==> src/design/sac_pkg.sv <==
// Shared types and constants for the sliding anagram counter.
// No dependencies; imported by every module of the block.
`timescale 1ns / 1ps
`default_nettype none

package sac_pkg;

  localparam int unsigned LETTER_W = 5;
  localparam int unsigned COUNT_W  = 20;
  localparam logic [COUNT_W-1:0] COUNT_MAX = {COUNT_W{1'b1}};

  typedef enum logic [1:0] {
    ACT_CLEAR   = 2'd0,
    ACT_PATTERN = 2'd1,
    ACT_TEXT    = 2'd2
  } action_e;

  typedef struct packed {
    logic [1:0]          action;
    logic [LETTER_W-1:0] letter;
  } sac_in_t;

  typedef struct packed {
    logic               window_full;
    logic               is_match;
    logic [COUNT_W-1:0] match_count;
  } sac_out_t;

  // per-letter strobes broadcast to the cell row
  typedef struct packed {
    logic clear;
    logic pat_add;
    logic win_add;
    logic win_sub;
  } cell_ctl_t;

endpackage

`default_nettype wire

==> src/design/sac_cell.sv <==
// One letter cell: pattern and window counts for a single letter code.
// Depends on sac_pkg (cell_ctl_t). Forwards the running all-equal flag.
`timescale 1ns / 1ps
`default_nettype none

module sac_cell import sac_pkg::*; #(
  parameter int unsigned CNT_W = 11
) (
  input  wire logic      clk_i,
  input  wire logic      rst_ni,
  input  wire cell_ctl_t ctl_i,
  input  wire logic      eq_i,
  output logic           eq_o
);

  logic [CNT_W-1:0] pat_q, pat_d;
  logic [CNT_W-1:0] win_q, win_d;

  always_comb begin
    pat_d = pat_q;
    win_d = win_q;
    if (ctl_i.clear) begin
      pat_d = '0;
      win_d = '0;
    end else begin
      if (ctl_i.pat_add) begin
        pat_d = pat_q + CNT_W'(1);
      end
      unique case ({ctl_i.win_add, ctl_i.win_sub})
        2'b10: win_d = win_q + CNT_W'(1);
        2'b01: win_d = (win_q != '0) ? win_q - CNT_W'(1) : win_q;
        // leaving and entering letter equal: net zero unless already empty
        2'b11: win_d = (win_q != '0) ? win_q : CNT_W'(1);
        default: win_d = win_q;
      endcase
    end
  end

  always_ff @(posedge clk_i or negedge rst_ni) begin
    if (!rst_ni) begin
      pat_q <= '0;
      win_q <= '0;
    end else begin
      pat_q <= pat_d;
      win_q <= win_d;
    end
  end

  assign eq_o = eq_i & (pat_q == win_q);

endmodule

`default_nettype wire

==> config.mk <==
export PLATFORM = sky130hd
export DESIGN_NAME = sac_cell
export DESIGN_NICKNAME = d
export VERILOG_FILES = /design/src/design/sac_pkg.sv /design/src/design/sac_cell.sv
export SDC_FILE = /design/constraint.sdc
export NUM_CORES = 1
export LEC_CHECK = 0
export ABC_AREA = 0
export BUFFER_PORTS_ARGS = -buffer_cell sky130_fd_sc_hd__buf_2
export CORE_ASPECT_RATIO = 1.25
export CORE_MARGIN = 8
export CORE_UTILIZATION = 49
export DETAILED_ROUTE_END_ITERATION = 10
export GPL_TIMING_DRIVEN = 0
export PLACE_DENSITY = 0.75
export SYNTH_ARGS = -nofsm -noshare
export SYNTH_HDL_FRONTEND = slang
export SYNTH_SLANG_ARGS = --single-unit
==> constraint.sdc <==
create_clock -name clk_i -period 2.7 [get_ports clk_i]
set_clock_uncertainty 0.1 [all_clocks]
set_input_delay 0.135 -clock clk_i [delete_from_list [all_inputs] [get_ports clk_i]]
set_output_delay 0.135 -clock clk_i [all_outputs]
set_load 0.05 [all_outputs]
## Word-level counts from Yosys, hierarchy flattened

Cells that the tools add are included.

| storage, ports and cells | value |
|---|---|
| bits in registers | 22 |
| logic and storage cells | 22 |
| output and inout port bits | 1 |

| cells by class | value |
|---|---|
| reductions and logical operators | 4 |
| bitwise gates (word level) | 1 |
| add/sub/neg operators | 3 |
| equality and inequality tests | 6 |
| multiplexer cells | 6 |

Operators by type and width:

| cell | count |
|---|---|
| $mux W11 | 5 |
| $pmux W11 S3 | 1 |
| $add A11 B1 Y11 const B | 2 |
| $eq A11 B11 Y1 | 1 |
| $reduce_bool A11 Y1 | 1 |
| $sub A11 B1 Y11 const B | 1 |
| $ne A3 B3 Y1 const B | 2 |
| $eq A2 B2 Y1 const B | 2 |
| $reduce_bool A4 Y1 | 1 |
| $reduce_and A3 Y1 | 1 |
| $eq A2 B1 Y1 const B | 1 |
| $reduce_bool A2 Y1 | 1 |
| $and A1 B1 Y1 | 1 |

## Longest topological paths before layout

| logic depth | value |
|---|---|
| depth in word-level cells | 4 |
| gate-level depth with buffers | 12 |
| gate-level depth less buffers | 10 |

## Worst setup path before layout

No wires, ideal clock.

| timing path | value |
|---|---|
| path type | in2reg |
| from | in ctl_i[1] (netlist bit) |
| to | reg win_q[10] |
| path buffers | 2 |
| cell stages on the path | 12 |
| data arrival time | 2.549 ns |
| data required time | 2.531 ns |
| slack | -0.018 ns |
| cells stage by stage | inv_1 > ha_1 > buf_2 > buf_2 > xor2_1 > ha_1 > and4b_4 > a2111oi_4 > o221a_1 > nor2_1 > or4_1 > nand3_1 |

| between the ends | value |
|---|---|
| longest elaborated chain between the ends | 3 |
| elaborated cells on any way between the ends | 9 |

RTL lines:

| item | line | text |
|---|---|---|
| start, declared | sac_cell.sv:11 | `input wire cell_ctl_t ctl_i,` |
| $eq A2 B2 Y1 / $eq A2 B1 Y1 (equally long branches) | sac_cell.sv:29 | `unique case ({ctl_i.win_add, ctl_i.win_sub})` |
| $ne A3 B3 Y1 (no source line) (tied with other cells) | - |  |
| $reduce_and A3 Y1 (no source line) / $mux W11 (equally long branches) | - |  |
| end signal, assigned | sac_cell.sv:45 | `win_q <= win_d;` |
| end, declared | sac_cell.sv:17 | `logic [CNT_W-1:0] win_q, win_d;` |

Several ways; a longest one is shown, not always the timed one.
A chain may end at the register's enable or synchronous reset.

## Worst setup path after layout

Same ends and word-level chain as after synthesis.

==> impl_metrics.ini <==
[run_status]
outcome = completed

[synth]
syn-num-nets = 226
netlist_top_cells_area = sky130_fd_sc_hd__dfrtp_1, sky130_fd_sc_hd__xnor2_1, sky130_fd_sc_hd__ha_1
unique_cell_type_count_in_the_yosys_netlist = 51
post_synth_instance_area_um2 = 1800
synth_area_leader_cell = sky130_fd_sc_hd__dfrtp_1
yosysMostFrequentCell = sky130_fd_sc_hd__dfrtp_1
synthCells = 212
syn_area_per_cell_um2 = 8.47
yosys_warnings = 0
synth-edff-count = 0
synthTopCellsByCount = sky130_fd_sc_hd__dfrtp_1, sky130_fd_sc_hd__nand2_1, sky130_fd_sc_hd__nor2_1, sky130_fd_sc_hd__xnor2_1, sky130_fd_sc_hd__a21oi_1
postSynth.topFlopCell = sky130_fd_sc_hd__dfrtp_1
proportion_of_synthesized_flip_flops_having_asynchronous_set_or_reset_pct = 100
yosys_register_bits = 22
yosysTopAreaCellShare_pct = 30.7
yosysSeqAreaShare_pct = 30.7

[drt]
routedWlPerCell_um = 16.7
detail-route-antenna-nets = 0
vias = 1670
detail_route.drc_violations = 0
drt_pass1_iterations = 5
dr.first_iter.drc_count = 126
avgViaCountPerCell = 6.30
routed_wirelength_um = 4430

[cells_and_area]
drive_above_1_share_pct = 13.7
n_antenna_cell = 0
nets = 241
layout.core_utilization_pct = 56.8
area_delta_synth_final_pct = 11.1

[sta]
final.setup.tns_ps = 0
final-setup-viol-count = 0
rsz0062_at_grt = yes
worst_slew_margin_rel_pct = 51.2
timing_max_transition_violations_final = 0
finalWorstSetupSlack_ps = 42.6
tightestPinTransition_ps = 730
clock_period_minus_final_worst_setup_slack_ps = 2660
max_freq_mhz = 376
final_worst_path_cycle_share_pct = 98.4
report.final.hold_viol_count = 0

[clocking]
path_clk_slew_ps = 80
tritoncts.num_buffers = 3
ctsRootBufferMaster = sky130_fd_sc_hd__clkbuf_8
max-clock-path-buffers = 2
h_tree_levels = 1
cts_tree = done
cts_sinks = 22
clock_insertion_delay_worst_skew_ps = 270

[floorplanning]
std_cell_rows = 24
floorplan.die.width_um = 70.1
area_inside_the_core_boundary_um2 = 3510
design.portCount = 8
starting_density_pct = 51.1
design.die.area_um2 = 5870
fp.dieH_um = 83.7

[worst_setup_path]
setup.worst_path.start_class = primary input
reg2reg_slack_ps = 70
critical_path.max_fanout = 10
maximum_single_stage_delay_on_the_critical_path_ps = 470
critPathSlowestCell = sky130_fd_sc_hd__or4_1
worstPathRequired_ps = 2800
cells_along_the_critical_path = buf_2 -> inv_1 -> ha_4 -> buf_4 -> buf_6 -> xor2_2 -> ha_1 -> and4b_4 -> a2111oi_4 -> o221a_1 -> nor2_1 -> or4_1 -> nand3_1
path_delay_family = simple AND/OR/NAND/NOR gates
worstSetupEndpointType = flop
critical_path_buf_inv_count = 4
critPathArrivalTime_ps = 2760
setup.worst_path.class = primary input to flop

[run]
cap_viol_max_count = 0

[global_routing]
globalRouteOverflowTotal = 0
grt_max_degree = 23
grt_first_pass_wirelength_um = 7150
grt_antenna_before_repair = 0
grt.total_usage_pct = 14.6
grt_pass1_vias = 1538

[power]
total_power_mw = 1.13
vdd.ir_drop.worst_v = 0.000438
power.static_leakage_nw = 0.829
powerDensity_nw_per_um2 = 568

[placed_design]
dp.final_hpwl_um = 3210
numPortBuffers = 7
pre_cts_setup_slack_ps = -469
finalWeightedCongestion = 0.945

[hold_path]
hp-class = primary input to flop
-- registers in the layout, indices dropped and copies added (netlist names) --
name and cells:
pat_q 11, win_q 11
-- area by class of cell --
cell class                 instances  area [um^2]
timing repair buffer              10         60.1
buffer                            13         87.6
fill                             313         1520
sequential                        22          551
inverter                           8         30.0
tap                               39         48.8
clock buffer                       4         55.1
multi-input combinational        169         1160
-- metal layers --
metal	vias to the layer above	track usage, %	wire, um
met3	19	2.38	187
met1	795	17.1	1860
li1	796	-	-
met2	60	25.1	2230
met5	-	0	0
met4	0	6.96	159
-- final timing paths --
kind / endpoint / depth (start not counted) / start
hold reg to reg: pat_q[10]$_DFFE_PN0P_ / 2 / pat_q[10]$_DFFE_PN0P_
hold / removal: pat_q[5]$_DFFE_PN0P_ / 2 / ctl_i[3]
setup / recovery: win_q[10]$_DFFE_PN0P_ / 13 / ctl_i[1]
max in group asynchronous: win_q[4]$_DFFE_PN0P_ / 2 / rst_ni
setup reg to reg: win_q[5]$_DFFE_PN0P_ / 7 / win_q[2]$_DFFE_PN0P_
min in group asynchronous: pat_q[2]$_DFFE_PN0P_ / 2 / rst_ni
-- power breakdown --
group          internal [mW]  total, mW  switching (mW)  leakage, nW
registers              0.365      0.408          0.0434        0.299
logic                  0.198      0.483           0.285        0.500
clock network          0.130      0.242           0.111       0.0288
-- per-stage QoR --
stage,cell area [um^2],hold WS [ps],cells
4_1_cts,1970,0.476,265
3_3_place_gp,1880,34.1,258
2_1_floorplan,1800,-261,212
6_report,1990,0.274,265
3_5_place_dp,1880,32.2,258
5_1_grt,1990,25.6,265
-- cells in the final DEF, fill, tap and decap left out, types with 2 or more instances in the layout --
cell                       Yosys  layout
sky130_fd_sc_hd__and3_1        5       5
sky130_fd_sc_hd__nand4b_1      2       2
sky130_fd_sc_hd__inv_1         8       8
sky130_fd_sc_hd__or3_1         7       7
sky130_fd_sc_hd__o22ai_1       3       3
sky130_fd_sc_hd__nand2_1      20      20
sky130_fd_sc_hd__clkbuf_8      0       4
sky130_fd_sc_hd__a21oi_1      14      14
sky130_fd_sc_hd__clkbuf_1      4       4
sky130_fd_sc_hd__buf_4         0       3
sky130_fd_sc_hd__o31ai_1       2       2
sky130_fd_sc_hd__nand3_1       4       4
sky130_fd_sc_hd__dfrtp_1      22      22
sky130_fd_sc_hd__buf_2         6      11
sky130_fd_sc_hd__nor2_1       18      18
sky130_fd_sc_hd__a211o_1       2       2
sky130_fd_sc_hd__buf_6         3       4
sky130_fd_sc_hd__nand4_1       7       7
sky130_fd_sc_hd__o21ai_0      13      12
sky130_fd_sc_hd__xor2_1        7       6
sky130_fd_sc_hd__xnor2_1      18      18
sky130_fd_sc_hd__or3b_1        2       2
sky130_fd_sc_hd__ha_1          7       6
sky130_fd_sc_hd__nor3_1        4       4
sky130_fd_sc_hd__a31oi_1       3       3
sky130_fd_sc_hd__nor3b_1       3       3
-- logic make-up (layout without fill, tap and decap cells) --
kind of cell	after synthesis	after routing	share of synthesized area (%)
simple gates	83	83	25.1
compound gates	52	52	19.9
xor+xnor	25	25	12.2
flops	22	22	30.7
buf+inv	21	35	6.06
fa+ha+maj	7	7	4.88
mux	2	2	1.18
-- what timing repair did --
item	4_1_cts	5_1_grt
gates resized for setup	2	5
hold endpoints to repair	22	0
setup endpoints to repair	2	8
setup buffers	2	0
pin swaps	1	0
hold buffers	1	0
No activity file was read; power rests on OpenSTA's default activity.
